[src/rtl/afc_pkg.sv]
package afc_pkg;

    localparam int unsigned FRAME_LEN = 17;
    localparam int unsigned POS_W     = $clog2(FRAME_LEN + 1);
    localparam int unsigned NUM_WORDS = 3;
    localparam int unsigned WORD_W    = 32;
    localparam int unsigned BYTES_PER_WORD = WORD_W / 8;
    localparam int unsigned FIRST_WORD_BYTE = 3;
    localparam int unsigned CMD_BYTE   = 1;
    localparam int unsigned ERROR_BYTE = 15;
    localparam int unsigned SUM_BYTE   = 16;

    localparam logic [7:0]        CMD_RESET = 8'h04;
    localparam logic [WORD_W-1:0] FAIL_WORD = 32'hC47A0000;

    typedef enum logic [1:0] {
        STATUS_OK  = 2'd0,
        STATUS_CMD = 2'd1,
        STATUS_SUM = 2'd2
    } status_t;

    typedef struct packed {
        logic [WORD_W-1:0] angle_x;
        logic [WORD_W-1:0] angle_y;
        logic [WORD_W-1:0] angle_z;
        status_t           status;
        logic [7:0]        sensor_error;
        logic              valid_res;
    } result_t;

endpackage

[src/rtl/afc_frame.sv]
module afc_frame (
    input  logic                aclk,
    input  logic                aresetn,
    input  logic                byte_fire,
    input  logic [7:0]          rx_byte,
    input  logic                frame_start,
    input  logic [7:0]          expected_command,
    output logic                at_last_byte,
    output logic                result_fire,
    output afc_pkg::result_t    result
);

    logic [afc_pkg::POS_W-1:0]  pos_reg, pos_next;
    logic [afc_pkg::POS_W-1:0]  pos_eff;
    logic [7:0]                 sum_reg, sum_next;
    logic                       cmd_ok_reg, cmd_ok_next;
    logic [7:0]                 err_reg, err_next;
    logic [afc_pkg::WORD_W-1:0] word_reg  [afc_pkg::NUM_WORDS];
    logic [afc_pkg::WORD_W-1:0] word_next [afc_pkg::NUM_WORDS];
    afc_pkg::status_t           status;

    assign pos_eff      = frame_start ? '0 : pos_reg;
    assign at_last_byte = (pos_reg == afc_pkg::POS_W'(afc_pkg::SUM_BYTE));

    always_comb begin
        pos_next    = pos_reg;
        sum_next    = sum_reg;
        cmd_ok_next = cmd_ok_reg;
        err_next    = err_reg;
        for (int k = 0; k < afc_pkg::NUM_WORDS; k++) begin
            word_next[k] = word_reg[k];
        end
        if (byte_fire && pos_eff < afc_pkg::POS_W'(afc_pkg::FRAME_LEN)) begin
            pos_next = pos_eff + 1'b1;
            if (pos_eff == '0) begin
                sum_next    = '0;
                cmd_ok_next = 1'b0;
            end else if (pos_eff < afc_pkg::POS_W'(afc_pkg::SUM_BYTE)) begin
                sum_next = sum_reg + rx_byte;
                if (pos_eff == afc_pkg::POS_W'(afc_pkg::CMD_BYTE)) begin
                    cmd_ok_next = (rx_byte == expected_command);
                end
                if (pos_eff == afc_pkg::POS_W'(afc_pkg::ERROR_BYTE)) begin
                    err_next = rx_byte;
                end
                // little-endian: lowest byte of each word arrives first
                for (int k = 0; k < afc_pkg::NUM_WORDS; k++) begin
                    for (int j = 0; j < afc_pkg::BYTES_PER_WORD; j++) begin
                        if (pos_eff == afc_pkg::POS_W'(afc_pkg::FIRST_WORD_BYTE
                                + k * afc_pkg::BYTES_PER_WORD + j)) begin
                            word_next[k][8*j +: 8] = rx_byte;
                        end
                    end
                end
            end
        end
    end

    assign result_fire = byte_fire && (pos_eff == afc_pkg::POS_W'(afc_pkg::SUM_BYTE));

    always_comb begin
        if (!cmd_ok_reg) begin
            status = afc_pkg::STATUS_CMD;
        end else if (sum_reg != rx_byte) begin
            status = afc_pkg::STATUS_SUM;
        end else begin
            status = afc_pkg::STATUS_OK;
        end
        result.status = status;
        if (status == afc_pkg::STATUS_OK) begin
            result.angle_x      = word_reg[0];
            result.angle_y      = word_reg[1];
            result.angle_z      = word_reg[2];
            result.sensor_error = err_reg;
            result.valid_res    = (err_reg == 8'd0);
        end else begin
            result.angle_x      = afc_pkg::FAIL_WORD;
            result.angle_y      = afc_pkg::FAIL_WORD;
            result.angle_z      = afc_pkg::FAIL_WORD;
            result.sensor_error = 8'd0;
            result.valid_res    = 1'b0;
        end
    end

    always_ff @(posedge aclk) begin
        if (!aresetn) begin
            pos_reg <= '0;
        end else begin
            pos_reg <= pos_next;
        end
        sum_reg    <= sum_next;
        cmd_ok_reg <= cmd_ok_next;
        err_reg    <= err_next;
        for (int k = 0; k < afc_pkg::NUM_WORDS; k++) begin
            word_reg[k] <= word_next[k];
        end
    end

endmodule

[config.mk]
export PLATFORM = sky130hd
export DESIGN_NAME = afc_frame
export DESIGN_NICKNAME = d
export VERILOG_FILES = /design/src/rtl/afc_pkg.sv /design/src/rtl/afc_frame.sv
export SDC_FILE = /design/constraint.sdc
export NUM_CORES = 1
export LEC_CHECK = 0
export ABC_AREA = 1
export BUFFER_PORTS_ARGS = -buffer_cell sky130_fd_sc_hd__buf_2
export CAP_MARGIN = 10
export CORE_ASPECT_RATIO = 0.7
export CORE_MARGIN = 2
export CORE_UTILIZATION = 53
export DETAILED_ROUTE_END_ITERATION = 12
export PLACE_DENSITY_LB_ADDON = 0.25
export SLEW_MARGIN = 25
export SYNTH_ARGS = -nofsm -noshare
export SYNTH_HDL_FRONTEND = slang
export SYNTH_SLANG_ARGS = --single-unit
[constraint.sdc]
create_clock -name aclk -period 2.3 [get_ports aclk]
set_input_delay 0.46 -clock aclk [delete_from_list [all_inputs] [get_ports aclk]]
set_output_delay 0.46 -clock aclk [all_outputs]
set_load 0.02 [all_outputs]
==> key figures, run 1 <==
Status
  – Status: complete, but fails checks
  – Violated checks: setup timing

Timing
  – Period utilisation layout: 1.167
  – Final-report setup violation count: 106
  – Minimum clock period: 2.684 ns
  – Worst Clk Skew: 0.01024 ns
  – F_max: 372.5 MHz
  – Final hold viol count: 0
  – Final worst setup slack: -0.3844 ns
  – Worst Tran Pin Value: 0.3982 ns
  – RSZ-0062 raised after global routing: true
  – Slew headroom: 0.7342
  – Max Slew Vio Count: 0

Clock network
  – Clk_lat worst skew: 0.42 ns
  – CTS tree: built
  – Root buf cell: clkbuf_16
  – TritonCTS buffer count: 17
  – Sink Count: 118
  – H-tree levels: 4
  – # hold bufs at CTS: 0
  – Clock slew seen by the registers of the worst setup and hold paths: 0.06 ns
  – Worst-case clock buffer depth: 2

Cells and area
  – Max reg flops: 96
  – Fin util: 0.8133
  – Most frequent cells in the layout: 113 x edfxtp_1, 106 x inv_1, 68 x nor2_1, 60 x buf_2, 54 x buf_4
  – Register Area: 3493 um^2
  – Area of the multi-input gates: 1729 um^2
  – Fill cells: 475
  – Area grow syn2layout: 49.10%
  – Commonest non-fill, non-tap cell in the layout: edfxtp_1
  – Final non-filler cell total: 810
  – Non-Filler Cell Area, Final: 7906 um^2
  – NumNets Final: 700
  – Antenna diodes: 0
  – Layout cells sized above 1: 0.4120

Synth
  – Netlist cell types: 32
  – Synthesized net count: 523
  – Post-synthesis simple-gate area fraction: 0.1807
  – Post-synth top area share: 0.6399
  – Main combinational cell family by area after synthesis: simple AND/OR/NAND/NOR gates
  – Sequential share of the synthesized area: 0.6588
  – Main area contributors after synthesis: edfxtp_1 64%, nor2_1 8.2%, inv_1 7.6%
  – Synth Cell Area: 5303 um^2
  – Avg Inst Size Synth: 10.78 um^2
  – Post-Synth XOR/XNOR Area: 0.01321
  – Mux share of post-synthesis cell area: 0
  – Complex-gate fraction of the synthesized area: 0.02289
  – Yosys Warn Count: 0
  – Adder-Cell Fraction of Synth Area: 0.02737
  – Synthesized instance count: 492
  – #FFs+latches synth: 118
  – Leading area contributor after synthesis: edfxtp_1

Worst setup path
  – CP Class: reg -> out
  – CP max-delay cell: edfxtp_1
  – Setup crit end kind: output port
  – CP top delay family: simple AND/OR/NAND/NOR gates
  – Signal arrival time at the worst endpoint: 2.22 ns
  – Crit path max fanout: 8
  – Reg2reg path depth: 9
  – Most used cell, CP: nor2_4
  – Worst-path cell chain: ha_4 -> nor2_4 -> nand2_2 -> nor2_4 -> nand3_4 -> buf_12 -> buf_16 -> nor2_4 -> buf_6
  – Total stage count of the critical path: 9
  – Max incr delay on CP: 0.46 ns
  – Worst path bufs/invs: 3
  – Req. time, crit path: 1.84 ns
  – Crit path launch type: flop

Place
  – Placed insts: 767
  – Dpl cell area: 6271 um^2
  – Hpwl dp: 8199 um
  – GPL Wtd Cong: 0.9202
  – Port-buffer cells: 128

Detailed routing
  – Routed wire length per instance: 19.80 um
  – Drt pass-1 iters: 5
  – DRC: 0
  – Drt total wl: 16040 um
  – Routed vias: 4364
  – Initial detailed-routing violation count: 503
  – DR vias/cell: 5.388
  – Antenna-violating nets left: 0

Power and ir drop
  – Seq pwr share: 0.422
  – Comb power frac: 0.082
  – P_sw: 1.325 mW
  – Pint: 4.391 mW
  – Worst IR Drop VDD: 0.5182 mV
  – Clock power frac: 0.496
  – Leak pwr: 3.483 nW
  – Power per cell area: 722.9 nW/um^2
  – Switching Share: 0.2318

Floorplanning
  – Die Height: 87.69 um
  – Initial Util: 0.5454
  – Core area: 9722 um^2
  – Die X: 123.6 um
  – Die Footprint: 10830 um^2
  – I/O pin total: 129
  – Num rows: 30

Hold path
  – Worst hold stages: 3
  – Hold Crit Class: in -> reg

Global routing
  – Number of global-route vias before repair: 3844
  – Grt total ovfl: 0
  – First-pass GRT wire length: 20640 um
  – Gr usage total: 0.2672
  – Initial antenna violation count: 0
  – Largest net degree at the start of global routing: 44

Flow run
  – Max_cap viols: 0
-- final timing paths --
| kind | startpoint | to | slack (ns) |
|---|---|---|---|
| setup reg to reg | pos_reg[1] | word_reg[0][51] | 0.30 |
| setup / recovery | sum_reg[1] | result[4] | -0.38 |
| hold / removal | aresetn | pos_reg[4] | 0.31 |
| hold reg to reg | pos_reg[1] | pos_reg[1] | 0.57 |
-- repair_timing --
item,CTS,global route
gates resized for setup,135,86
setup endpoints to repair,106,106
pin swaps,0,2
gates cloned,4,4
buffers inserted,2,1
-- worst min-delay path, stage by stage --
cell     delay (ns)
buf_2          0.12
nand2_1        0.06
nor2_1         0.03
-- cell families (layout without fill, tap and decap cells) --
family          after synthesis  in the layout
buf+inv                     126            316
flops                       118            118
fa+ha+maj                    11             11
xor+xnor                      8              8
simple gates                208            208
compound gates               21             21
-- metrics by stage --
step	setup TNS [ns]	power, mW	hold WS [ns]	worst slack, ns
floorplan	0	2.668	0.5122	0.03035
global placement	-10.12	2.823	0.5447	-0.1817
detailed placement	-13.84	2.831	0.5566	-0.2381
CTS	-33.94	5.613	0.2938	-0.3886
global route	-43.58	5.843	0.3049	-0.4810
finish	-33.15	5.715	0.3076	-0.3844
-- power by group through the flow --
stage	Combinational (mW)	Sequential, mW	Clock [mW]
after floorplan	0.222	2.45	0
after global placement	0.373	2.45	0
after detailed placement	0.381	2.45	0
after CTS	0.398	2.41	2.81
after global routing	0.500	2.42	2.93
final	0.467	2.41	2.83
-- cell type report --
class	instances	share of cell area
flip-flops and latches	118	0.4418
inverters	115	0.05460
well taps	128	0.02026
clock inverters	14	0.02500
repair buffers	169	0.1853
clock buffers	18	0.05428
multi-input cells	248	0.2187
-- routing by layer --
layer / global-route usage / up-vias / routed length (um)
met5: 0 / - / 0
li1: - / 1915 / -
met2: 0.4461 / 298 / 7973
met4: 0.1002 / 0 / 354
met1: 0.3477 / 2105 / 6139
met3: 0.05794 / 46 / 1573
-- synth_stat cells --
cell,instances
a21boi_0,2
a21oi_1,12
buf_4,1
buf_6,5
clkbuf_1,5
dfxtp_1,5
edfxtp_1,113
fa_1,1
ha_1,10
inv_1,107
inv_2,8
nand2_1,35
nand2_2,3
nand2_4,3
nand3_1,9
nand3_2,1
nand3_4,1
nand4_1,5
nor2_1,116
nor2_2,6
nor2_4,1
nor2_8,1
nor3_1,2
nor4_1,1
o2111ai_1,1
o21a_1,2
o21ai_0,2
o21ai_1,1
o21bai_1,1
or2_1,24
xnor2_1,6
xor2_1,2
(Power assumes the default switching activity.)
==> run 2: changes to the inputs <==
- CELL_PAD_IN_SITES_DETAIL_PLACEMENT: not set -> 0
- CELL_PAD_IN_SITES_GLOBAL_PLACEMENT: not set -> 1
- CORE_UTILIZATION: 53 -> 41
==> run 2 against run 1 <==
- the run still ends with setup timing left
- clock skew shrank 0.0050 ns
- critical path depth did not move
- clock power is 7.4% lower
- via count down 9.3%
- wire length shrank 13%
- worst hold slack got worse by 0.0029 ns
- cell count rose by 4.6%
- sequential share of layout area fell by 1.3 points
- highest routed layer unchanged
==> key figures, run 2 (synthesized netlist as in run 1, its figures left out) <==
Global routing
  – Largest net degree at the start of global routing: 39 (was 44)
  – Grt total ovfl: 0 (unchanged)
  – Gr usage total: 0.1916 (was 0.2672)
  – First-pass GRT wire length: 20070 um (was 20640 um)
  – Number of global-route vias before repair: 3723 (was 3844)
  – Initial antenna violation count: 0 (unchanged)

Detailed routing
  – DR vias/cell: 4.675 (was 5.388)
  – Drt pass-1 iters: 5 (unchanged)
  – Drt total wl: 13960 um (was 16040 um)
  – Initial detailed-routing violation count: 258 (was 503)
  – Antenna-violating nets left: 0 (unchanged)
  – DRC: 0 (unchanged)
  – Routed wire length per instance: 16.48 um (was 19.80 um)
  – Routed vias: 3960 (was 4364)

Place
  – DP Worst Slack: -0.2113 ns (was -0.2381 ns)
  – Port-buffer cells: 128 (unchanged)
  – Placed insts: 808 (was 767)
  – Hpwl dp: 9105 um (was 8199 um)
  – GPL Wtd Cong: 0.8850 (was 0.9202)
  – Dpl cell area: 6404 um^2 (was 6271 um^2)

Floorplanning
  – Initial Util: 0.4240 (was 0.5454)
  – Die Height: 99.15 um (was 87.69 um)
  – Die X: 139.9 um (was 123.6 um)
  – Die Footprint: 13870 um^2 (was 10830 um^2)
  – Num rows: 34 (was 30)
  – Core area: 12510 um^2 (was 9722 um^2)
  – I/O pin total: 129 (unchanged)

Timing
  – F_max: 371.6 MHz (was 372.5 MHz)
  – Slew headroom: 0.6803 (was 0.7342)
  – Minimum clock period: 2.691 ns (was 2.684 ns)
  – Final hold viol count: 0 (unchanged)
  – RSZ-0062 raised after global routing: true (unchanged)
  – Period utilisation layout: 1.170 (was 1.167)
  – Worst Tran Pin Value: 0.4790 ns (was 0.3982 ns)
  – Final-report setup violation count: 105 (was 106)
  – Final worst setup slack: -0.3910 ns (was -0.3844 ns)
  – Max Slew Vio Count: 0 (unchanged)
  – Worst Clk Skew: 0.005278 ns (was 0.01024 ns)
  – Hold WS: 0.3047 ns (was 0.3076 ns)

Clock network
  – # hold bufs at CTS: 0 (unchanged)
  – TritonCTS buffer count: 17 (unchanged)
  – Clk_lat worst skew: 0.41 ns (was 0.42 ns)
  – Clock slew seen by the registers of the worst setup and hold paths: 0.06 ns (about the same)
  – Sink Count: 118 (unchanged)
  – H-tree levels: 4 (unchanged)
  – Root buf cell: clkbuf_16 (unchanged)
  – CTS tree: built (unchanged)
  – Worst-case clock buffer depth: 2 (unchanged)

Cells and area
  – Area grow syn2layout: 53.52% (was 49.10%)
  – Most frequent cells in the layout: 113 x edfxtp_1, 107 x inv_1, 76 x buf_6, 59 x buf_4, 56 x nor2_1 (was 113 x edfxtp_1, 106 x inv_1, 68 x nor2_1, 60 x buf_2, 54 x buf_4)
  – NumNets Final: 703 (was 700)
  – Max reg flops: 96 (unchanged)
  – Non-Filler Cell Area, Final: 8140 um^2 (was 7906 um^2)
  – Layout cells sized above 1: 0.4365 (was 0.4120)
  – Fill cells: 964 (was 475)
  – Antenna diodes: 0 (unchanged)
  – Commonest non-fill, non-tap cell in the layout: edfxtp_1 (unchanged)
  – Fin util: 0.6509 (was 0.8133)
  – Final non-filler cell total: 847 (was 810)

Worst setup path
  – CP Class: reg -> out (unchanged)
  – Most used cell, CP: nor2_4 (unchanged)
  – CP max-delay cell: edfxtp_1 (unchanged)
  – Req. time, crit path: 1.84 ns (about the same)
  – Max incr delay on CP: 0.44 ns (was 0.46 ns)
  – Crit path launch type: flop (unchanged)
  – Setup crit end kind: output port (unchanged)
  – Worst-path cell chain: ha_4 -> nor2_4 -> nand2_2 -> nor2_4 -> nand3_4 -> buf_12 -> clkbuf_16 -> nor2_1 -> buf_4 (was ha_4 -> nor2_4 -> nand2_2 -> nor2_4 -> nand3_4 -> buf_12 -> buf_16 -> nor2_4 -> buf_6)
  – Signal arrival time at the worst endpoint: 2.23 ns (was 2.22 ns)
  – Crit path max fanout: 16 (was 8)

Flow run
  – Max_cap viols: 0 (unchanged)

Status
  – Violated checks: setup timing (unchanged)
  – Status: complete, but fails checks (unchanged)

Power and ir drop
  – Leak pwr: 3.555 nW (was 3.483 nW)
  – Worst IR Drop VDD: 0.5010 mV (was 0.5182 mV)
  – Power per cell area: 675.9 nW/um^2 (was 722.9 nW/um^2)

Hold path
  – Hold Crit Class: in -> reg (unchanged)
## run 2: metrics by stage
stage / setup TNS [ns] / power (mW)
floorplan: 0 / 2.668
global placement: -14.57 / 2.849
detailed placement: -12.90 / 2.854
CTS: -29.98 / 5.475
global route: -41.72 / 5.688
finish: -32.68 / 5.502
## run 2: cell type report
type                    instances  area, um^2  area share
clock buffers                  17       425.4     0.05226
clock inverters                15       168.9     0.02075
inverters                     115       431.7     0.05303
multi-input cells             248        1754      0.2155
flip-flops and latches        118        3493      0.4291
well taps                     162       202.7     0.02490
repair buffers                172        1664      0.2044
## run 2: worst max-delay path: cells and delay by family, from the launching register on
kind / cells / cell delay [ns]
adders and majority gates: 1 / 0.28
buffers and inverters: 3 / 0.54
and+or+nand+nor: 5 / 0.54
DFF: 1 / 0.44
## run 2: path summary, 6_finish.rpt
kind                            startpoint         endpoint  slack (ns)  cells past startpoint
worst min-delay path               aresetn       pos_reg[4]        0.30                      3
worst max register to register  pos_reg[1]  word_reg[0][71]        0.39                      8
worst max-delay path            sum_reg[1]        result[5]       -0.39                      9
worst min register to register  pos_reg[1]       pos_reg[1]        0.57                      2
## run 2: layer usage
| layer | GRT usage | vias up | share of wire |
|---|---|---|---|
| li1 | - | 1910 | - |
| met1 | 0.2691 | 1872 | 0.44 |
| met2 | 0.2886 | 157 | 0.47 |
| met3 | 0.05392 | 21 | 0.064 |
| met4 | 0.06769 | 0 | 0.019 |
| met5 | 0 | - | 0 |
## run 2: timing repair
item	in CTS	in global routing
resized for setup	86	206
cloned	0	5
buffers inserted	0	2
pin swaps	0	3
endpoints found under the setup margin	106	106
## run 2: where the power goes
part           switching (mW)  internal [mW]
logic                   0.279          0.185
registers              0.0252           2.39
clock network            1.00           1.62
total                    1.31           4.19
==> run 3: changes to the inputs <==
- ABC_AREA: 1 -> not set
- ABC_CLOCK_PERIOD_IN_PS: not set -> 2300
- CORE_UTILIZATION: 41 -> 42
- CTS_CLUSTER_SIZE: not set -> 20
==> run 3 against run 2 <==
- the flow still finishes with violations (setup timing)
- setup slack got worse by 0.37 ns
- cell area decreased by 2.9%
- clock power decreased by 2%
- die area decreased by 6.6%
- wire length increased by 3.3%
- fmax decreased by 12%
- combinational power decreased by 20%
- clock skew increased by 0.0051 ns
- largest power group unchanged
- critical path type unchanged
- sequential power about the same
- sequential share of layout area increased by 1.3 points
- count of clock-buffer cells in the layout increased by 1
- cell count decreased by 15%
==> key figures, run 3 <==
Synth
  – Avg Inst Size Synth: 14.10 um^2 (was 10.78 um^2)
  – Netlist cell types: 42 (was 32)
  – Commonest cells in the netlist: 113 x edfxtp_1, 82 x and2_1, 27 x nand2b_1 (was 116 x nor2_1, 113 x edfxtp_1, 107 x inv_1)
  – #FFs+latches synth: 118 (unchanged)
  – Main area contributors after synthesis: edfxtp_1 67%, and2_1 10%, nand2b_1 3.3% (was edfxtp_1 64%, nor2_1 8.2%, inv_1 7.6%)
  – Synth Cell Area: 5061 um^2 (was 5303 um^2)
  – Top-count cell post-synth: edfxtp_1 (was nor2_1)
  – Yosys Warn Count: 0 (unchanged)
  – Number of synthesized flops with an enable pin: 113 (unchanged)
  – Sequential share of the synthesized area: 0.6902 (was 0.6588)
  – Async S/R FF share, synth: 0 (unchanged)
  – Primary FF master, synth: edfxtp_1 (unchanged)
  – Post-synth top area share: 0.6705 (was 0.6399)
  – Synthesized net count: 390 (was 523)
  – Leading area contributor after synthesis: edfxtp_1 (unchanged)
  – Synthesized instance count: 359 (was 492)

Clock network
  – Clk_lat worst skew: 0.41 ns (about the same)
  – Clock slew seen by the registers of the worst setup and hold paths: 0.06 ns (about the same)
  – # hold bufs at CTS: 0 (unchanged)
  – H-tree levels: 4 (unchanged)
  – CTS tree: built (unchanged)
  – TritonCTS buffer count: 17 (unchanged)
  – Sink Count: 118 (unchanged)
  – Root buf cell: clkbuf_16 (unchanged)
  – Worst-case clock buffer depth: 2 (unchanged)

Timing
  – Minimum clock period: 3.065 ns (was 2.691 ns)
  – RSZ-0062 raised after global routing: true (unchanged)
  – Final-report setup violation count: 106 (was 105)
  – Max Slew Vio Count: 0 (unchanged)
  – Worst Clk Skew: 0.01041 ns (was 0.005278 ns)
  – Final hold viol count: 0 (unchanged)
  – Hold WS: 0.3128 ns (was 0.3047 ns)
  – Final worst setup slack: -0.7654 ns (was -0.3910 ns)
  – Slew headroom: 0.7652 (was 0.6803)
  – Period utilisation layout: 1.333 (was 1.170)
  – F_max: 326.2 MHz (was 371.6 MHz)
  – Worst Tran Pin Value: 0.3491 ns (was 0.4790 ns)
  – Setup Total Neg Slack: -73.52 ns (was -32.68 ns)

Cells and area
  – Non-Filler Cell Area, Final: 7901 um^2 (was 8140 um^2)
  – Layout cells sized above 1: 0.5717 (was 0.4365)
  – Area of the multi-input gates: 1800 um^2 (was 1754 um^2)
  – Final non-filler cell total: 723 (was 847)
  – Area grow syn2layout: 56.12% (was 53.52%)
  – Max reg flops: 96 (unchanged)
  – Fill cells: 842 (was 964)
  – Most frequent cells in the layout: 113 x edfxtp_1, 78 x buf_4, 61 x and2_4, 61 x buf_6, 33 x buf_2 (was 113 x edfxtp_1, 107 x inv_1, 76 x buf_6, 59 x buf_4, 56 x nor2_1)
  – Commonest non-fill, non-tap cell in the layout: edfxtp_1 (unchanged)
  – Register Area: 3493 um^2 (unchanged)
  – NumNets Final: 583 (was 703)

Floorplanning
  – Die Height: 95.85 um (was 99.15 um)
  – I/O pin total: 129 (unchanged)
  – Die X: 135.2 um (was 139.9 um)
  – Die Footprint: 12960 um^2 (was 13870 um^2)
  – Core area: 11730 um^2 (was 12510 um^2)
  – Num rows: 33 (was 34)
  – Initial Util: 0.4316 (was 0.4240)

Worst setup path
  – Max incr delay on CP: 0.56 ns (was 0.44 ns)
  – Req. time, crit path: 1.84 ns (about the same)
  – CP top delay family: simple AND/OR/NAND/NOR gates (unchanged)
  – Crit path launch type: flop (unchanged)
  – Most used cell, CP: buf_6 (was nor2_4)
  – CP Class: reg -> out (unchanged)
  – Crit path max fanout: 5 (was 16)
  – CP max-delay cell: or4_4 (was edfxtp_1)
  – Worst-path cell chain: ha_4 -> or4_4 -> nor4_4 -> buf_6 -> buf_8 -> bufbuf_16 -> and2_4 -> buf_6 (was ha_4 -> nor2_4 -> nand2_2 -> nor2_4 -> nand3_4 -> buf_12 -> clkbuf_16 -> nor2_1 -> buf_4)
  – Signal arrival time at the worst endpoint: 2.61 ns (was 2.23 ns)
  – Worst path bufs/invs: 4 (was 3)
  – Setup crit end kind: output port (unchanged)

Detailed routing
  – Drt pass-1 iters: 5 (unchanged)
  – DRC: 0 (unchanged)
  – Antenna-violating nets left: 0 (unchanged)
  – Routed wire length per instance: 19.95 um (was 16.48 um)
  – DR vias/cell: 5.051 (was 4.675)
  – Initial detailed-routing violation count: 274 (was 258)
  – Drt total wl: 14430 um (was 13960 um)
  – Routed vias: 3652 (was 3960)

Global routing
  – Global Route met3 Usage: 0.07583 (was 0.05392)
  – Most used routing layer: met2 (unchanged)
  – Routing usage on met1: 0.3164 (was 0.2691)
  – Number of global-route vias before repair: 3592 (was 3723)
  – Initial antenna violation count: 2 (was 0)
  – Gr usage total: 0.2263 (was 0.1916)
  – Grt total ovfl: 0 (unchanged)
  – Largest net degree at the start of global routing: 26 (was 39)
  – First-pass GRT wire length: 20790 um (was 20070 um)
  – GRT met2 Usage: 0.3401 (was 0.2886)

Power and ir drop
  – P_sw: 1.265 mW (was 1.308 mW)
  – Pint: 4.063 mW (was 4.194 mW)
  – Seq pwr share: 0.450 (was 0.439)
  – Power per cell area: 674.2 nW/um^2 (was 675.9 nW/um^2)
  – Comb power frac: 0.069 (was 0.084)
  – Leak pwr: 3.114 nW (was 3.555 nW)
  – Switching Share: 0.2374 (was 0.2377)
  – Clock power frac: 0.481 (was 0.476)
  – Worst IR Drop VDD: 0.4979 mV (was 0.5010 mV)

Status
  – Violated checks: setup timing (unchanged)
  – Status: complete, but fails checks (unchanged)

Place
  – GPL Wtd Cong: 0.8429 (was 0.8850)
  – Port-buffer cells: 128 (unchanged)
  – Hpwl dp: 8380 um (was 9105 um)
  – Placed insts: 670 (was 808)
  – Dpl cell area: 6380 um^2 (was 6404 um^2)

Hold path
  – Hold Crit Class: in -> reg (unchanged)

Flow run
  – Max_cap viols: 0 (unchanged)
==> run 3: logic make-up after synthesis <==
logic type,Yosys count,share of synthesized area
muxes,2,0.003956
DFF,118,0.6902
AOI/OAI and AO/OA,28,0.03807
xor gates and xnor gates,9,0.01558
adders and majority gates,11,0.02868
buffers and inverters,23,0.02645
and+or+nand+nor,168,0.1970
==> run 3: worst register-to-register path, cell delays in order (launching register included) <==
cell	delay, ns
edfxtp_1	0.46
ha_4	0.28
buf_4	0.13
a211oi_1	0.32
o21a_1	0.22
o31ai_1	0.09
mux2i_1	0.14
==> run 3: power by group through the flow <==
stage	clock network, mW	logic, mW	registers (mW)
finish	2.56	0.370	2.40
global route	2.67	0.405	2.40
CTS	2.57	0.362	2.40
detailed placement	0	0.343	2.44
global placement	0	0.333	2.44
floorplan	0	0.179	2.44
==> run 3: metrics by stage <==
stage,power [mW],setup slack [ns],util
after global placement,2.773,-0.4459,0.5441
after CTS,5.327,-0.7712,0.6642
after detailed placement,2.782,-0.4652,0.5441
after global routing,5.477,-0.8737,0.6736
final,5.327,-0.7654,0.6738
after floorplan,2.615,-0.1069,-
==> run 3: per-layer routing <==
layer  vias up  part of all wire
met5         -           0.00090
met4         2            0.0037
met3         8             0.099
met2       199              0.45
met1      1762              0.44
li1       1681                 -
==> run 3: cell type report <==
type / instances / share of cell area
inverters: 10 / 0.004751
flip-flops and latches: 118 / 0.4421
well taps: 157 / 0.02486
multi-input cells: 218 / 0.2279
repair buffers: 187 / 0.2276
diodes: 1 / 0.0003167
clock inverters: 14 / 0.01821
clock buffers: 18 / 0.05432
==> run 3: path summary, 6_finish.rpt <==
path / slack (ns) / startpoint / cells past startpoint / end
hold reg to reg: 0.55 / pos_reg[4] / 2 / pos_reg[4]
setup / recovery: -0.77 / sum_reg[5] / 8 / result[56]
hold / removal: 0.31 / aresetn / 2 / pos_reg[3]
setup reg to reg: 0.40 / sum_reg[1] / 6 / sum_reg[7]
==> run 3: repair_timing <==
action                     in CTS  in global routing
cloned                          7                  4
pin swaps                      11                  0
setup endpoints to repair     106                107
resized for setup             182                 11
setup buffers                   9                  2
